## config.mk

```make
export PLATFORM = sky130hd
export DESIGN_NAME = link_receiver_protocol_fsm
export DESIGN_NICKNAME = d
export VERILOG_FILES = /design/src/lrp_pkg.sv /design/src/lrp_core.sv /design/src/link_receiver_protocol_fsm.sv
export VERILOG_INCLUDE_DIRS = /design/src /design/src/src
export SDC_FILE = /design/constraint.sdc
export NUM_CORES = 1
export LEC_CHECK = 0
export BUFFER_PORTS_ARGS = -buffer_cell sky130_fd_sc_hd__buf_2
export CORE_MARGIN = 10
export CORE_UTILIZATION = 50
export DETAILED_ROUTE_END_ITERATION = 10
export PLACE_DENSITY = 0.72
export SLEW_MARGIN = 20
export SYNTH_ARGS = -nofsm -noshare
export SYNTH_HDL_FRONTEND = slang
export SYNTH_HIERARCHICAL = 1
export SYNTH_SLANG_ARGS = --single-unit
```

## constraint.sdc

```tcl
create_clock -name clk_i -period 9 [get_ports clk_i]
set_clock_uncertainty 0.05 [all_clocks]
set_input_delay 0.9 -clock clk_i [delete_from_list [all_inputs] [get_ports clk_i]]
set_output_delay 0.9 -clock clk_i [all_outputs]
set_load 0.03 [all_outputs]
```

## src/link_receiver_protocol_fsm_defines.svh

```systemverilog
// ----------------------------------------------------------------------------
// Link receiver assertion macros
// Concurrent assertion helpers for the link receiver RTL.
// ----------------------------------------------------------------------------
`ifndef LINK_RECEIVER_PROTOCOL_FSM_DEFINES_SVH
`define LINK_RECEIVER_PROTOCOL_FSM_DEFINES_SVH

`ifndef SYNTHESIS
// same-cycle implication
`define LRP_ASSERT_NOW(label, clk, rst_n, ante, cons) \
  label: assert property (@(posedge clk) disable iff (!rst_n) (ante) |-> (cons)) \
    else $error("link receiver assertion failed");
// next-cycle implication
`define LRP_ASSERT_NEXT(label, clk, rst_n, ante, cons) \
  label: assert property (@(posedge clk) disable iff (!rst_n) (ante) |=> (cons)) \
    else $error("link receiver assertion failed");
`else
`define LRP_ASSERT_NOW(label, clk, rst_n, ante, cons)
`define LRP_ASSERT_NEXT(label, clk, rst_n, ante, cons)
`endif

`endif

```

## src/lrp_pkg.sv

```systemverilog
// ----------------------------------------------------------------------------
// Link receiver package
// Types, codes and sizes shared by the link receiver modules.
// ----------------------------------------------------------------------------
package lrp_pkg;

  localparam int HEADER_LEN    = 50;
  localparam int DIRECTORY_LEN = 50;

  localparam logic [7:0] CHR_P = 8'h50;
  localparam logic [7:0] CHR_1 = 8'h31;
  localparam logic [7:0] CHR_Z = 8'h5A;
  localparam logic [7:0] CHR_D = 8'h44;

  localparam int          PX_SHIFT  = 3;
  localparam logic [15:0] SIZE_BIAS = 16'd2;
  localparam logic [15:0] MIN_SIZE  = 16'd2;

  localparam logic [2:0] RPL_NONE    = 3'd0;
  localparam logic [2:0] RPL_READY   = 3'd1;
  localparam logic [2:0] RPL_ACK     = 3'd2;
  localparam logic [2:0] RPL_AREA    = 3'd3;
  localparam logic [2:0] RPL_GEN_ERR = 3'd4;
  localparam logic [2:0] RPL_SUM_ERR = 3'd5;

  localparam logic [2:0] ERR_NONE     = 3'd0;
  localparam logic [2:0] ERR_BAD_RESP = 3'd1;
  localparam logic [2:0] ERR_HDR_SUM  = 3'd2;
  localparam logic [2:0] ERR_BAD_HDR  = 3'd3;
  localparam logic [2:0] ERR_PRG_SUM  = 3'd4;
  localparam logic [2:0] ERR_DIR_SUM  = 3'd5;
  localparam logic [2:0] ERR_ALL_SUM  = 3'd6;
  localparam logic [2:0] ERR_TIMEOUT  = 3'd7;

  localparam logic [1:0] SECT_PRG = 2'd0;
  localparam logic [1:0] SECT_DIR = 2'd1;
  localparam logic [1:0] SECT_ALL = 2'd2;
  localparam logic [1:0] SECT_SCR = 2'd3;

  localparam logic [1:0] KIND_NONE = 2'd0;
  localparam logic [1:0] KIND_ONE  = 2'd1;
  localparam logic [1:0] KIND_ALL  = 2'd2;
  localparam logic [1:0] KIND_SCR  = 2'd3;

  localparam logic [2:0] CFG_SYNC   = 3'd0;
  localparam logic [2:0] CFG_START  = 3'd1;
  localparam logic [2:0] CFG_ACK    = 3'd2;
  localparam logic [2:0] CFG_NAK    = 3'd3;
  localparam logic [2:0] CFG_EXISTS = 3'd4;

  localparam logic [7:0] RST_SYNC  = 8'd22;
  localparam logic [7:0] RST_START = 8'd58;
  localparam logic [7:0] RST_ACK   = 8'd6;
  localparam logic [7:0] RST_NAK   = 8'd21;

  typedef struct packed {
    logic [7:0] sync_code;
    logic [7:0] start_code;
    logic [7:0] ack_code;
    logic [7:0] nak_code;
    logic       target_exists;
  } cfg_t;

  // declared high to low so that reply_code lands in the lowest bits
  typedef struct packed {
    logic [15:0] payload_size;
    logic [7:0]  mode_value;
    logic [1:0]  transfer_kind;
    logic [1:0]  payload_section;
    logic [7:0]  payload_byte;
    logic        payload_valid;
    logic        long_wait;
    logic        finished;
    logic [2:0]  error_kind;
    logic [2:0]  reply_code;
  } result_t;

  localparam int RESULT_W = $bits(result_t);
  localparam int TDATA_W  = ((RESULT_W + 7) / 8) * 8;

endpackage

```

## src/lrp_core.sv

```systemverilog
// ----------------------------------------------------------------------------
// Link receiver core
// Session state machine: one received byte or timeout per transaction.
// ----------------------------------------------------------------------------
module lrp_core (
  input  logic             clk_i,
  input  logic             rst_ni,
  input  logic             take_i,
  input  logic             req_type_i,
  input  logic [7:0]       rx_byte_i,
  input  lrp_pkg::cfg_t    cfg_i,
  output lrp_pkg::result_t res_o
);

  typedef enum logic [3:0] {
    PH_WAIT_SYNC,
    PH_WAIT_HDR,
    PH_READ_HDR,
    PH_OVERWRITE,
    PH_WAIT_PRG,
    PH_READ_PRG,
    PH_WAIT_DIR,
    PH_READ_DIR,
    PH_WAIT_ALL,
    PH_READ_ALL,
    PH_WAIT_SCR,
    PH_READ_SCR,
    PH_DONE
  } phase_e;

  phase_e      phase_q, phase_d;
  logic [15:0] count_q, count_d;
  logic [7:0]  sum_q, sum_d;
  logic [1:0]  kind_q, kind_d;
  logic [15:0] size_q, size_d;
  logic [7:0]  mode_q, mode_d;
  logic        long_q, long_d;
  logic [7:0]  hdr_q [6];

  logic [7:0]  hdr_view [6];
  logic        hdr_we;
  logic [2:0]  hdr_idx;
  logic [7:0]  sum_inc;
  logic [15:0] count_inc;
  logic [15:0] px;
  logic [15:0] scr_size;
  logic [15:0] prg_size;
  logic [1:0]  dec_kind;
  logic        hdr_ok;

  logic [2:0]  reply;
  logic [2:0]  err;
  logic        pvalid;
  logic [7:0]  pbyte;
  logic [1:0]  psect;

  assign sum_inc   = sum_q + rx_byte_i;
  assign count_inc = count_q + 16'd1;
  assign hdr_we    = (phase_q == PH_READ_HDR) && !req_type_i &&
                     (count_q >= 16'd1) && (count_q <= 16'd6);
  assign hdr_idx   = 3'(count_q[2:0] - 3'd1);

  always_comb begin
    for (int i = 0; i < 6; i++) begin
      hdr_view[i] = (hdr_we && (hdr_idx == 3'(i))) ? rx_byte_i : hdr_q[i];
    end
  end

  assign px       = 16'(hdr_view[2]) * 16'(hdr_view[3]);
  assign scr_size = (px >> lrp_pkg::PX_SHIFT) + lrp_pkg::SIZE_BIAS;
  assign prg_size = {hdr_view[3], hdr_view[4]};

  always_comb begin
    dec_kind = lrp_pkg::KIND_NONE;
    if (hdr_view[0] == lrp_pkg::CHR_P && hdr_view[1] == lrp_pkg::CHR_1) begin
      dec_kind = lrp_pkg::KIND_ONE;
    end else if (hdr_view[0] == lrp_pkg::CHR_P && hdr_view[1] == lrp_pkg::CHR_Z) begin
      dec_kind = lrp_pkg::KIND_ALL;
    end else if (hdr_view[0] == lrp_pkg::CHR_D && hdr_view[1] == lrp_pkg::CHR_D) begin
      dec_kind = lrp_pkg::KIND_SCR;
    end
  end

  always_comb begin
    phase_d = phase_q;
    count_d = count_q;
    sum_d   = sum_q;
    kind_d  = kind_q;
    size_d  = size_q;
    mode_d  = mode_q;
    long_d  = long_q;
    reply   = lrp_pkg::RPL_NONE;
    err     = lrp_pkg::ERR_NONE;
    pvalid  = 1'b0;
    pbyte   = 8'd0;
    psect   = 2'd0;
    hdr_ok  = 1'b0;

    if (req_type_i) begin
      unique case (phase_q) inside
        PH_WAIT_HDR, PH_READ_HDR, PH_WAIT_PRG, PH_READ_PRG,
        PH_WAIT_DIR, PH_READ_DIR, PH_WAIT_ALL, PH_READ_ALL: begin
          phase_d = PH_DONE;
          reply   = lrp_pkg::RPL_GEN_ERR;
          err     = lrp_pkg::ERR_TIMEOUT;
        end
        default: ;
      endcase
    end else begin
      unique case (phase_q)
        PH_WAIT_SYNC: begin
          if (rx_byte_i == cfg_i.sync_code) begin
            phase_d = PH_WAIT_HDR;
            long_d  = 1'b0;
            reply   = lrp_pkg::RPL_READY;
          end else begin
            phase_d = PH_DONE;
            reply   = lrp_pkg::RPL_GEN_ERR;
            err     = lrp_pkg::ERR_BAD_RESP;
          end
        end
        PH_WAIT_HDR: begin
          if (rx_byte_i == cfg_i.start_code) begin
            phase_d = PH_READ_HDR;
            count_d = 16'd1;
            sum_d   = 8'd0;
          end else begin
            phase_d = PH_DONE;
            reply   = lrp_pkg::RPL_GEN_ERR;
            err     = lrp_pkg::ERR_BAD_RESP;
          end
        end
        PH_READ_HDR: begin
          sum_d   = sum_inc;
          count_d = count_inc;
          if (count_inc >= 16'(lrp_pkg::HEADER_LEN)) begin
            if (sum_inc != 8'd0) begin
              phase_d = PH_DONE;
              reply   = lrp_pkg::RPL_SUM_ERR;
              err     = lrp_pkg::ERR_HDR_SUM;
            end else begin
              kind_d = dec_kind;
              if (dec_kind == lrp_pkg::KIND_SCR) begin
                size_d = scr_size;
                hdr_ok = 1'b1;
              end else if (dec_kind != lrp_pkg::KIND_NONE) begin
                size_d = prg_size;
                if (prg_size >= lrp_pkg::MIN_SIZE) begin
                  mode_d = hdr_view[5];
                  hdr_ok = 1'b1;
                end
              end
              if (!hdr_ok) begin
                phase_d = PH_DONE;
                reply   = lrp_pkg::RPL_GEN_ERR;
                err     = lrp_pkg::ERR_BAD_HDR;
              end else if (cfg_i.target_exists) begin
                phase_d = PH_OVERWRITE;
                long_d  = 1'b1;
                reply   = lrp_pkg::RPL_AREA;
              end else begin
                reply = lrp_pkg::RPL_ACK;
                unique case (dec_kind)
                  lrp_pkg::KIND_SCR: phase_d = PH_WAIT_SCR;
                  lrp_pkg::KIND_ALL: phase_d = PH_WAIT_DIR;
                  default:           phase_d = PH_WAIT_PRG;
                endcase
              end
            end
          end
        end
        PH_OVERWRITE: begin
          if (rx_byte_i == cfg_i.ack_code) begin
            long_d = 1'b0;
            unique case (kind_q)
              lrp_pkg::KIND_ONE: begin
                phase_d = PH_WAIT_PRG;
                reply   = lrp_pkg::RPL_ACK;
              end
              lrp_pkg::KIND_ALL: begin
                phase_d = PH_WAIT_DIR;
                reply   = lrp_pkg::RPL_ACK;
              end
              default: begin
                phase_d = PH_DONE;
                reply   = lrp_pkg::RPL_GEN_ERR;
                err     = lrp_pkg::ERR_BAD_HDR;
              end
            endcase
          end else if (rx_byte_i == cfg_i.nak_code) begin
            phase_d = PH_DONE;
          end else begin
            phase_d = PH_DONE;
            reply   = lrp_pkg::RPL_GEN_ERR;
            err     = lrp_pkg::ERR_BAD_RESP;
          end
        end
        PH_WAIT_PRG, PH_WAIT_DIR, PH_WAIT_ALL, PH_WAIT_SCR: begin
          if (rx_byte_i != cfg_i.start_code) begin
            phase_d = PH_DONE;
            reply   = lrp_pkg::RPL_GEN_ERR;
            err     = lrp_pkg::ERR_BAD_RESP;
          end else begin
            count_d = 16'd1;
            sum_d   = 8'd0;
            pvalid  = 1'b1;
            pbyte   = rx_byte_i;
            unique case (phase_q)
              PH_WAIT_PRG: begin
                phase_d = PH_READ_PRG;
                psect   = lrp_pkg::SECT_PRG;
              end
              PH_WAIT_DIR: begin
                phase_d = PH_READ_DIR;
                psect   = lrp_pkg::SECT_DIR;
              end
              PH_WAIT_ALL: begin
                phase_d = PH_READ_ALL;
                psect   = lrp_pkg::SECT_ALL;
              end
              default: begin
                phase_d = PH_READ_SCR;
                psect   = lrp_pkg::SECT_SCR;
              end
            endcase
          end
        end
        PH_READ_PRG, PH_READ_SCR, PH_READ_ALL: begin
          sum_d   = sum_inc;
          count_d = count_inc;
          pvalid  = 1'b1;
          pbyte   = rx_byte_i;
          unique case (phase_q)
            PH_READ_PRG: psect = lrp_pkg::SECT_PRG;
            PH_READ_ALL: psect = lrp_pkg::SECT_ALL;
            default:     psect = lrp_pkg::SECT_SCR;
          endcase
          if (count_inc >= size_q) begin
            phase_d = PH_DONE;
            if (sum_inc != 8'd0) begin
              reply = lrp_pkg::RPL_SUM_ERR;
              err   = (phase_q == PH_READ_ALL) ? lrp_pkg::ERR_ALL_SUM
                                               : lrp_pkg::ERR_PRG_SUM;
            end else begin
              reply = lrp_pkg::RPL_ACK;
            end
          end
        end
        PH_READ_DIR: begin
          sum_d   = sum_inc;
          count_d = count_inc;
          pvalid  = 1'b1;
          pbyte   = rx_byte_i;
          psect   = lrp_pkg::SECT_DIR;
          if (count_inc >= 16'(lrp_pkg::DIRECTORY_LEN)) begin
            if (sum_inc != 8'd0) begin
              phase_d = PH_DONE;
              reply   = lrp_pkg::RPL_SUM_ERR;
              err     = lrp_pkg::ERR_DIR_SUM;
            end else begin
              phase_d = PH_WAIT_ALL;
              reply   = lrp_pkg::RPL_ACK;
            end
          end
        end
        default: ;
      endcase
    end
  end

  always_comb begin
    res_o                 = '0;
    res_o.reply_code      = reply;
    res_o.error_kind      = err;
    res_o.finished        = (phase_d == PH_DONE);
    res_o.long_wait       = long_d;
    res_o.payload_valid   = pvalid;
    res_o.payload_byte    = pbyte;
    res_o.payload_section = psect;
    res_o.transfer_kind   = kind_d;
    res_o.mode_value      = mode_d;
    res_o.payload_size    = size_d;
  end

  always_ff @(posedge clk_i or negedge rst_ni) begin
    if (!rst_ni) begin
      phase_q <= PH_WAIT_SYNC;
      count_q <= 16'd0;
      sum_q   <= 8'd0;
      kind_q  <= lrp_pkg::KIND_NONE;
      size_q  <= 16'd0;
      mode_q  <= 8'd0;
      long_q  <= 1'b0;
    end else if (take_i) begin
      phase_q <= phase_d;
      count_q <= count_d;
      sum_q   <= sum_d;
      kind_q  <= kind_d;
      size_q  <= size_d;
      mode_q  <= mode_d;
      long_q  <= long_d;
    end
  end

  always_ff @(posedge clk_i) begin
    if (take_i && hdr_we) begin
      hdr_q[hdr_idx] <= rx_byte_i;
    end
  end

endmodule

```

## src/link_receiver_protocol_fsm.sv

```systemverilog
// ----------------------------------------------------------------------------
// Link receiver protocol FSM
// Receiver side of a serial program-link session: sync, header, optional
// overwrite decision, directory and data blocks, with sum checks.
// ----------------------------------------------------------------------------
// Usage:
//   s_axis carries one transaction per received byte (tuser low) or per
//   timeout event (tuser high). m_axis returns exactly one result per input
//   transaction: reply code, error kind, session status and forwarded block
//   byte. cfg_* writes the code and overwrite registers and is always ready;
//   the user must write it only while the block is idle; the block itself
//   does not enforce this. The result of an accepted transaction is
//   registered and valid from the next cycle. Throughput is one transaction
//   per cycle while m_axis takes results, set by the core state update and
//   the one-deep result register, refilled in the same cycle it is taken.
//   When m_axis stalls with a result pending, s_axis_tready drops until the
//   result is taken; nothing is lost or repeated.
//   Reset returns the session to waiting for sync, clears the counters and
//   decoded header values, restores the register defaults and empties the
//   result register. Header bytes are not cleared; they are always written
//   before they are decoded.
// ----------------------------------------------------------------------------
`include "link_receiver_protocol_fsm_defines.svh"

module link_receiver_protocol_fsm (
  input  logic                        clk_i,
  input  logic                        rst_ni,
  input  logic                        s_axis_tvalid,
  output logic                        s_axis_tready,
  input  logic [7:0]                  s_axis_tdata,  // rx_byte
  input  logic                        s_axis_tuser,  // req_type
  output logic                        m_axis_tvalid,
  input  logic                        m_axis_tready,
  // reply_code, error_kind, finished, long_wait, payload_valid, payload_byte,
  // payload_section, transfer_kind, mode_value, payload_size, zero fill
  output logic [lrp_pkg::TDATA_W-1:0] m_axis_tdata,
  input  logic                        cfg_valid_i,
  output logic                        cfg_ready_o,
  input  logic [2:0]                  cfg_index_i,
  input  logic [7:0]                  cfg_data_i
);

  lrp_pkg::cfg_t    cfg_q;
  lrp_pkg::result_t res_d;
  lrp_pkg::result_t res_q;
  logic             out_valid_q;
  logic             take;

  assign s_axis_tready = !out_valid_q || m_axis_tready;
  assign take          = s_axis_tvalid && s_axis_tready;
  assign cfg_ready_o   = 1'b1;
  assign m_axis_tvalid = out_valid_q;
  assign m_axis_tdata  = {{(lrp_pkg::TDATA_W - lrp_pkg::RESULT_W){1'b0}}, res_q};

  always_ff @(posedge clk_i or negedge rst_ni) begin
    if (!rst_ni) begin
      cfg_q.sync_code     <= lrp_pkg::RST_SYNC;
      cfg_q.start_code    <= lrp_pkg::RST_START;
      cfg_q.ack_code      <= lrp_pkg::RST_ACK;
      cfg_q.nak_code      <= lrp_pkg::RST_NAK;
      cfg_q.target_exists <= 1'b0;
    end else if (cfg_valid_i && cfg_ready_o) begin
      unique case (cfg_index_i)
        lrp_pkg::CFG_SYNC:   cfg_q.sync_code     <= cfg_data_i;
        lrp_pkg::CFG_START:  cfg_q.start_code    <= cfg_data_i;
        lrp_pkg::CFG_ACK:    cfg_q.ack_code      <= cfg_data_i;
        lrp_pkg::CFG_NAK:    cfg_q.nak_code      <= cfg_data_i;
        lrp_pkg::CFG_EXISTS: cfg_q.target_exists <= cfg_data_i[0];
        default: ;
      endcase
    end
  end

  lrp_core u_core (
    .clk_i      (clk_i),
    .rst_ni     (rst_ni),
    .take_i     (take),
    .req_type_i (s_axis_tuser),
    .rx_byte_i  (s_axis_tdata),
    .cfg_i      (cfg_q),
    .res_o      (res_d)
  );

  always_ff @(posedge clk_i or negedge rst_ni) begin
    if (!rst_ni) begin
      out_valid_q <= 1'b0;
    end else if (take) begin
      out_valid_q <= 1'b1;
    end else if (m_axis_tready) begin
      out_valid_q <= 1'b0;
    end
  end

  always_ff @(posedge clk_i) begin
    if (take) begin
      res_q <= res_d;
    end
  end

  `LRP_ASSERT_NEXT(a_result_follows, clk_i, rst_ni, take, out_valid_q)
  `LRP_ASSERT_NOW(a_no_overrun, clk_i, rst_ni, out_valid_q && !m_axis_tready, !s_axis_tready)
  `LRP_ASSERT_NOW(a_idle_payload_zero, clk_i, rst_ni, out_valid_q && !res_q.payload_valid, res_q.payload_byte == 8'd0 && res_q.payload_section == 2'd0)

endmodule

```

# Yosys cells after proc, flatten, opt, wreduce, memory -nomap -nowiden
# Memories as Yosys holds them, arrays and structs flattened.
# Index checks and enable logic that the tools add are counted.
# totals
ff_bits	134
ramBits	48
inputBits	25
word_cells	217
memories	1
# mem_list
memory	depth	word_bits	rd	rd_ports_with_merged_regs	wr	line	rtl
u_core.hdr_q	6	8	6	0	1	lrp_core.sv:38	logic [7:0] hdr_q [6];
# op_classes
n_addsub	4
multipliers	1
n_lt_le_gt_ge	5
n_eq_ne	37
muxes	109
bitwise_logic	1
n_reduce_logical	36
# op_table
operator	count
2-to-1 mux 16 bit	8
2-to-1 mux 8 bit	16
2-to-1 mux 3 bit	24
2-to-1 mux 4 bit	12
case mux 16 bit (3 select lines)	1
case mux 3 bit (7 select lines)	2
== test 8 x 7 -> 1 bit (second input constant)	4
== test 8 bit	4
case mux 4 bit (7 select lines)	1
2-to-1 mux 1 bit	24
case mux 8 bit (3 select lines)	1
2-to-1 mux 2 bit	11
== test 4 bit (second input constant)	5
adder 16 x 1 -> 16 bit (second input constant)	1
== test 4 x 3 -> 1 bit (second input constant)	4
>= comparator 16 x 1 -> 1 bit (second input constant)	1
>= comparator 16 bit	1
>= comparator 16 x 2 -> 1 bit (second input constant)	1
>= comparator 16 x 6 -> 1 bit (second input constant)	1
less-or-equal comparator 16 x 3 -> 1 bit (second input constant)	1
multiplier 8 x 8 -> 16 bit	1
case mux 4 bit (2 select lines)	2
case mux 8 bit (2 select lines)	1
adder 13 x 2 -> 14 bit (second input constant)	1
33 further kinds	65

# Longest topological paths before layout
# Gate-level depths: netlist of run 1.
# depth
ltp_word	24
ltp_mapped	29
depth_no_buf	27

# Cells and area by module
# The synthesis of run 1 kept the hierarchy.
# by_module_without_submodules
module	instances	cells_per_inst	area_each_um2	seq_area_each_um2
lrp_core	1	1169	10098.4	2817.7
link_receiver_protocol_fsm	1	128	2717.6	2217.1

# Worst setup path before layout of run 1
# OpenSTA, ideal clock, no wires.
# synth_path
kind	input to register
from	in s_axis_tuser
to	reg res_q, in the netlist m_axis_tdata[39] (data pin)
setup_ns	0.271
arrival_time_ns	7.065
required_time_ns	8.679
path_slack_ns	1.614
path_stages	23
path_buffers	2
cell_sequence	clkbuf_1 > nand4bb_1 > clkbuf_1 > nor4_1 > nand2_1 > mux2i_1 > or2_2 > fa_1 > fa_1 > inv_1 > fa_1 > inv_1 > fa_1 > inv_1 > ha_1 > or4b_2 > o311ai_0 > nand4_1 > nor4_1 > and2_1 > nor4_1 > a211oi_1 > o22ai_1
# synth_lines
item	line	rtl
start: declaration	link_receiver_protocol_fsm.sv:31	input logic s_axis_tuser,
end signal: assignment	link_receiver_protocol_fsm.sv:96	res_q <= res_d;
end: declaration	link_receiver_protocol_fsm.sv:45	lrp_pkg::result_t res_q;

==> reports/results.tsv, run 1 <==
stage	metric	value	unit
synthesis	Synth top cells by count	nor2_1, nand2_1, edfxtp_1	
worst_setup_path	worst reg2reg setup slack	630	ps
layout	layout cells sized above 1	17.02	%
synthesis	yosys warns	6	
timing	unrepaired setup endpoints after global routing	false	
place	# port buffers	71	
worst_setup_path	Setup CP Type	flip-flop to flip-flop	
global_route	initial antenna violation count	0	
clock_tree	CTS max path bufs	2	
synthesis	post-synthesis mux area share	7.166	%
floorplan	starting density of the core	50.89	%
timing	fin crit period	8373	ps
floorplan	FP Rows	58	
detailed_routing	wire per inst	19.67	µm
synthesis	Cell Area, Synth	12820	µm²
synthesis	synth top area cells	edfxtp_1, dfrtp_1, ha_1	
power	Power Density	181.3	nW/µm²
worst_setup_path	CP arrival	8480	ps
detailed_routing	DRC errors left	0	
timing	final worst setup slack	626.5	ps
global_route	grt ovf	0	
worst_setup_path	worst r2r path cells	22	
worst_setup_path	Worst Setup End Kind	flip-flop	
worst_setup_path	Startpoint Class	flip-flop	
layout	Layout Utilization	55.63	%
floorplan	Die ar.	32440	µm²
detailed_routing	routed wire length	33060	µm
clock_tree	CTS Root Cell	clkbuf_16	
timing	relative slew slack	28.38	%
synthesis	compound-gate portion of the synthesized area	12.19	%
layout	final instance area	14010	µm²
power	Worst VDD drop	115.2	µV
detailed_routing	met3 routed WL	2316	µm
timing	Setup-failing EPs final	0	
detailed_routing	Antenna Nets Post-Route	0	
clock_tree	TritonCTS clock tree	built	
worst_setup_path	reg-to-reg endpoint	m_axis_tdata[39]	
layout	number of inserted diodes	0	
detailed_routing	met2 wire len	15360	µm
global_route	Overall Global Routing Usage	19.95	%
clock_tree	H-tree depth	4	
detailed_routing	Highest Signal Layer	met4	
power	leakage	0.005802	µW
synthesis	Cells after Synth	1297	
synthesis	main combinational cell family by area after synthesis	simple AND/OR/NAND/NOR gates	
global_route	vias in the first global route	9901	
clock_tree	# resized after CTS	0	
place	pre-CTS WS	778.5	ps
flow_run	Max Cap Viol	0	
synthesis	top cell type by total area after synthesis	edfxtp_1	
synthesis	EDFF count, synth	93	
synthesis	Yosys reg bits	182	
synthesis	Synth Area in Simple Gates	19.29	%
place	placed inst area	13410	µm²
global_route	largest net degree at the start of global routing	58	
synthesis	Yosys cell types	93	
detailed_routing	Via density	5.955	
timing	fmax	119.4	MHz
clock_tree	Num Clock Sinks	182	
status	status	finished clean	
timing	Final Cycle Share	93.04	%
timing	Fin Setup TNS	0	ps
synthesis	Yosys top cell area share	21.79	%
clock_tree	Post-CTS Setup Bufs	0	
timing	Worst-Margin Slew	1066	ps
synthesis	commonest register cell after synthesis	edfxtp_1	
power	overall power	2540	µW
timing	Slew Viols, Final	0	
timing	Fin. Hold Viols	0	
layout	final-layout fill cell count	2235	
clock_tree	cts bufs inserted	17	
worst_setup_path	Required @ worst endpoint	9110	ps
detailed_routing	Detailed Routing Iterations Pass 1	6	
floorplan	Ports	76	
layout	Final #Nets	1469	
detailed_routing	DRT met1 WL	14530	µm
worst_setup_path	CP Max Fanout	12	
detailed_routing	Via Count	10010	
synthesis	asr flop ratio synth	48.90	%
floorplan	Vert. Die Dim	180.1	µm
synthesis	top-count cell post-synth	nor2_1	
detailed_routing	DRT iter0 DRCs	1133	
synthesis	xor and xnor area share after synthesis	4.579	%
clock_tree	Clock Pin Slew Worst Setup and Hold Paths	70	ps
clock_tree	Clock Latency Late Sink	440	ps
global_route	first-pass GRT wire length	53360	µm
synthesis	synthesized area per cell	9.881	µm²
min_path	type of the worst min-delay path	input port to asynchronous set/reset pin	
floorplan	die width	180.1	µm
layout	area added between synthesis and finish	9.304	%
place	DP Wirelength	24150	µm
worst_setup_path	RR Startpoint	u_core/count_q[0]	
synthesis	post-synthesis sequential area ratio	39.29	%
floorplan	floorplan core area	25180	µm²
clock_tree	hold buffers post-CTS	0	
synthesis	adder-cell share of the synthesized area	12.52	%
place	Routability Congestion	0.9632	
==> metal layers <==
| layer | vias to the layer above | global-route usage, % |
|---|---|---|
| met5 | - | 0 |
| met4 | 0 | 6.463 |
| met3 | 67 | 4.378 |
| met2 | 394 | 32.31 |
| met1 | 4824 | 26.02 |
| li1 | 4725 | - |
==> cell families after synthesis <==
kind of cell / count (synthesis)
flip-flops: 182
multiplexers: 85
buffers and inverters: 150
XOR/XNOR: 67
adder cells (fa/ha/maj): 106
other: 2
AO/OA/AOI/OAI: 238
AND/OR/NAND/NOR: 467
==> worst max-delay path: stages (launching register included) <==
cell	delay, ps
dfrtp_1	600
inv_1	150
ha_1	240
or3b_1	200
and4_1	380
nand4_1	580
mux2i_1	820
nor2_1	170
fa_1	560
fa_1	520
fa_1	550
inv_1	60
fa_1	520
inv_1	40
ha_1	350
or4b_2	670
o311ai_0	220
nand4_1	240
nor4_1	480
and2_1	230
nor4_1	50
a211oi_1	280
o22ai_1	130
==> placed cells by master, fill, tap and decap left out, drive strengths merged, types with 7 or more instances in the layout <==
cell type / netlist / layout
a211oi: 17 / 17
a21o: 7 / 7
a21oi: 46 / 46
a31oi: 13 / 13
and2: 18 / 18
and3: 7 / 7
buf: 29 / 84
clkbuf: 35 / 19
dfrtp: 77 / 77
dfstp: 12 / 12
edfxtp: 93 / 93
fa: 37 / 37
ha: 69 / 69
inv: 86 / 95
mux2: 48 / 48
mux2i: 37 / 37
nand2: 109 / 109
nand2b: 15 / 15
nand3: 36 / 36
nand4: 16 / 16
nor2: 125 / 125
nor2b: 9 / 9
nor3: 32 / 32
nor3b: 8 / 8
nor4: 36 / 36
o211ai: 9 / 9
o21a: 10 / 10
o21ai: 78 / 78
o22ai: 11 / 11
o31ai: 10 / 10
or2: 17 / 17
xnor2: 26 / 26
xor2: 41 / 41
==> worst max path at each step <==
stage	startpoint	to	slack (ps)
final	u_core/count_q[0]	m_axis_tdata[39]	630
after global routing	u_core/count_q[0]	m_axis_tdata[39]	90
after CTS	u_core/count_q[0]	m_axis_tdata[39]	730
after detailed placement	u_core/count_q[0]	m_axis_tdata[39]	780
after global placement	s_axis_tuser	m_axis_tdata[39]	990
after floorplan	s_axis_tuser	m_axis_tdata[39]	1610
==> state kept, by name, indices dropped and copies added (netlist names) <==
name / cells
m_axis_tvalid: 1
u_core/sum_q: 8
m_axis_tdata: 45
u_core/mode_q: 8
cfg_q: 33
u_core/hdr_q: 48
u_core/count_q: 16
u_core/kind_q: 2
u_core/long_q: 1
u_core/phase_q: 4
u_core/size_q: 16
==> per-stage QoR <==
| step | hold WS (ps) | std cells |
|---|---|---|
| final | 344.7 | 1681 |
| after global routing | 367.8 | 1681 |
| after CTS | 347.4 | 1681 |
| after detailed placement | 426.2 | 1649 |
| after global placement | 412.2 | 1649 |
| after floorplan | 399.7 | 1299 |
==> where the power goes <==
part           leakage, µW  switching, µW  internal, µW  total, µW
registers          0.00196           69.8           974       1040
clock network     0.000298            352           400        752
logic              0.00354            476           267        743
total              0.00580            898          1640       2540
==> layout make-up <==
class                   count  area, µm²  area share [%]
multi-input cells         967       7184           51.29
clock inverters            13      122.6          0.8753
flip-flops and latches    182       5035           35.94
clock buffers              19      475.5           3.394
inverters                  86      322.8           2.304
repair buffers             84      455.4           3.251
well taps                 330      412.9           2.947
Power figures use the tool's default switching activity.
==> run 2: changes to the inputs <==
- CORE_ASPECT_RATIO: default -> 1.1
==> reports/results.tsv, run 2 (synthesis gave the netlist of run 1 again) <==
stage	metric	value	unit
status	status	finished clean	
floorplan	Vert. Die Dim	187.9	µm
timing	fin crit period	8429	ps
layout	area added between synthesis and finish	9.831	%
worst_setup_path	CP most frequent cell	fa_1	
timing	Final Cycle Share	93.65	%
worst_setup_path	CP Depth	23	
place	Routability Congestion	0.9280	
power	Power Density	180.3	nW/µm²
worst_setup_path	crit-path cells	inv_1 -> ha_1 -> or3b_1 -> and4_1 -> nand4_1 -> mux2i_1 -> nor2_1 -> fa_1 -> fa_1 -> inv_1 -> fa_1 -> fa_1 -> inv_1 -> ha_1 -> o21ai_0 -> or4b_2 -> o311ai_0 -> nand4_1 -> nor4_1 -> and2_1 -> nor4_1 -> a211oi_1 -> o22ai_1	
clock_tree	cts bufs inserted	17	
floorplan	die width	172.7	µm
worst_setup_path	Critical Path Slowest Stage Cell	mux2i_1	
worst_setup_path	reg-to-reg endpoint	m_axis_tdata[39]	
timing	Setup-failing EPs final	0	
layout	FF+latch area	5035	µm²
floorplan	Ports	76	
detailed_routing	wire per inst	19.50	µm
floorplan	floorplan core area	25260	µm²
detailed_routing	Detailed Routing Iterations Pass 1	6	
global_route	grt ovf	0	
detailed_routing	Antenna Nets Post-Route	0	
timing	fmax	118.6	MHz
clock_tree	Clock Latency Late Sink	430	ps
worst_setup_path	CP Max Fanout	12	
clock_tree	CTS Root Cell	clkbuf_16	
worst_setup_path	Required @ worst endpoint	9110	ps
clock_tree	H-tree depth	4	
floorplan	FP Rows	61	
detailed_routing	DRT iter0 DRCs	899	
power	overall power	2537	µW
layout	Largest register FFs	48	
power	Worst VDD drop	125.8	µV
global_route	vias in the first global route	10030	
clock_tree	CTS max path bufs	2	
timing	Worst-Margin Slew	1040	ps
layout	Final #Nets	1476	
clock_tree	# resized after CTS	0	
timing	relative slew slack	30.67	%
global_route	largest net degree at the start of global routing	76	
place	# port buffers	71	
worst_setup_path	Worst Setup End Kind	flip-flop	
worst_setup_path	worst reg2reg setup slack	570	ps
clock_tree	Clock Pin Slew Worst Setup and Hold Paths	80	ps
flow_run	Max Cap Viol	0	
layout	number of inserted diodes	0	
min_path	type of the worst min-delay path	input port to asynchronous set/reset pin	
layout	Layout Utilization	55.72	%
global_route	Overall Global Routing Usage	19.94	%
timing	unrepaired setup endpoints after global routing	false	
detailed_routing	Via Count	10080	
worst_setup_path	Startpoint Class	flip-flop	
clock_tree	TritonCTS clock tree	built	
layout	layout cells sized above 1	17.38	%
floorplan	Die ar.	32440	µm²
layout	final-layout fill cell count	2194	
detailed_routing	DRC errors left	0	
place	DP Wirelength	24560	µm
global_route	first-pass GRT wire length	53050	µm
layout	most frequent cells in the layout	nor2_1, nand2_1, edfxtp_1, inv_1, dfrtp_1	
worst_setup_path	CP Buf/Inv Count	3	
layout	Top reg by flops	u_core/hdr_q	
detailed_routing	Via density	5.918	
timing	Fin Setup TNS	0	ps
worst_setup_path	CP arrival	8540	ps
power	leakage	0.005837	µW
detailed_routing	routed wire length	33230	µm
clock_tree	Post-CTS Setup Bufs	0	
worst_setup_path	CP peak stage delay	850	ps
timing	Slew Viols, Final	0	
worst_setup_path	worst r2r path cells	23	
clock_tree	hold buffers post-CTS	0	
layout	most common cell after layout, fill and taps aside	nor2_1	
clock_tree	Num Clock Sinks	182	
layout	area taken by multi-input logic gates	7168	µm²
worst_setup_path	Setup CP Type	flip-flop to flip-flop	
worst_setup_path	RR Startpoint	u_core/count_q[0]	
worst_setup_path	delay-heaviest family, CP	simple AND/OR/NAND/NOR gates	
global_route	initial antenna violation count	0	
floorplan	starting density of the core	50.73	%
timing	Fin. Hold Viols	0	
-- run 2: cell types whose count changed in the layout (fill, tap and decap cells not counted) --
cell / change
buf_4: +7
clkbuf_16: -1
inv_4: +1
clkinv_4: -1
nor3_2: -1
o2111ai_2: +1
o2111ai_4: -1
clkinv_8: +4
inv_6: -3
nor3_1: +1
-- run 2: report_power, final --
part	switching (µW)	internal, µW	leakage, µW
sequential	62.4	975	0.00196
combinational	483	270	0.00357
clock	357	389	0.000300
-- run 2: worst max path at each step --
stage | from | slack (ps) | endpoint
after floorplan | s_axis_tuser | 1610 | m_axis_tdata[39]
after global placement | s_axis_tuser | 860 | m_axis_tdata[39]
after detailed placement | u_core/count_q[0] | 720 | m_axis_tdata[39]
after CTS | u_core/count_q[0] | 710 | m_axis_tdata[39]
after global routing | u_core/count_q[0] | 140 | m_axis_tdata[39]
final | u_core/count_q[0] | 570 | m_axis_tdata[39]
-- run 2: final cells by class --
| cell class | count | share of cell area (%) |
|---|---|---|
| clock inverters | 14 | 1.129 |
| multi-input cells | 967 | 50.92 |
| inverters | 86 | 2.293 |
| flip-flops and latches | 182 | 35.77 |
| clock buffers | 18 | 3.200 |
| well taps | 346 | 3.076 |
| repair buffers | 91 | 3.609 |
-- run 2: worst register-to-register path, cell delays in order (launching register included) --
cell and delay [ps]:
dfrtp_1 560, inv_1 150, ha_1 250, or3b_1 200, and4_1 410, nand4_1 550, mux2i_1 860, nor2_1 150
fa_1 440, fa_1 540, inv_1 50, fa_1 460, fa_1 540, inv_1 40, ha_1 360, o21ai_0 150
or4b_2 630, o311ai_0 240, nand4_1 260, nor4_1 510, and2_1 250, nor4_1 60, a211oi_1 320, o22ai_1 150
-- run 2: per-layer routing --
layer | GRT usage, % | share of wire, % | vias to the layer above
li1 | - | - | 4730
met1 | 25.15 | 44 | 4907
met2 | 33.96 | 48 | 387
met3 | 2.933 | 5.3 | 60
met4 | 7.534 | 2.8 | 0
met5 | 0 | 0 | -
-- run 2: metrics by stage --
step           instances  hold slack, ps  area, µm²  worst slack [ps]
3_5_place_dp        1672           419.9      13470             717.8
6_report            1704           370.2      14080             571.5
4_1_cts             1704           379.0      14080             710.8
3_3_place_gp        1672           411.4      13470             861.4
2_1_floorplan       1299           399.7      12820              1614
5_1_grt             1704           397.6      14080             142.6
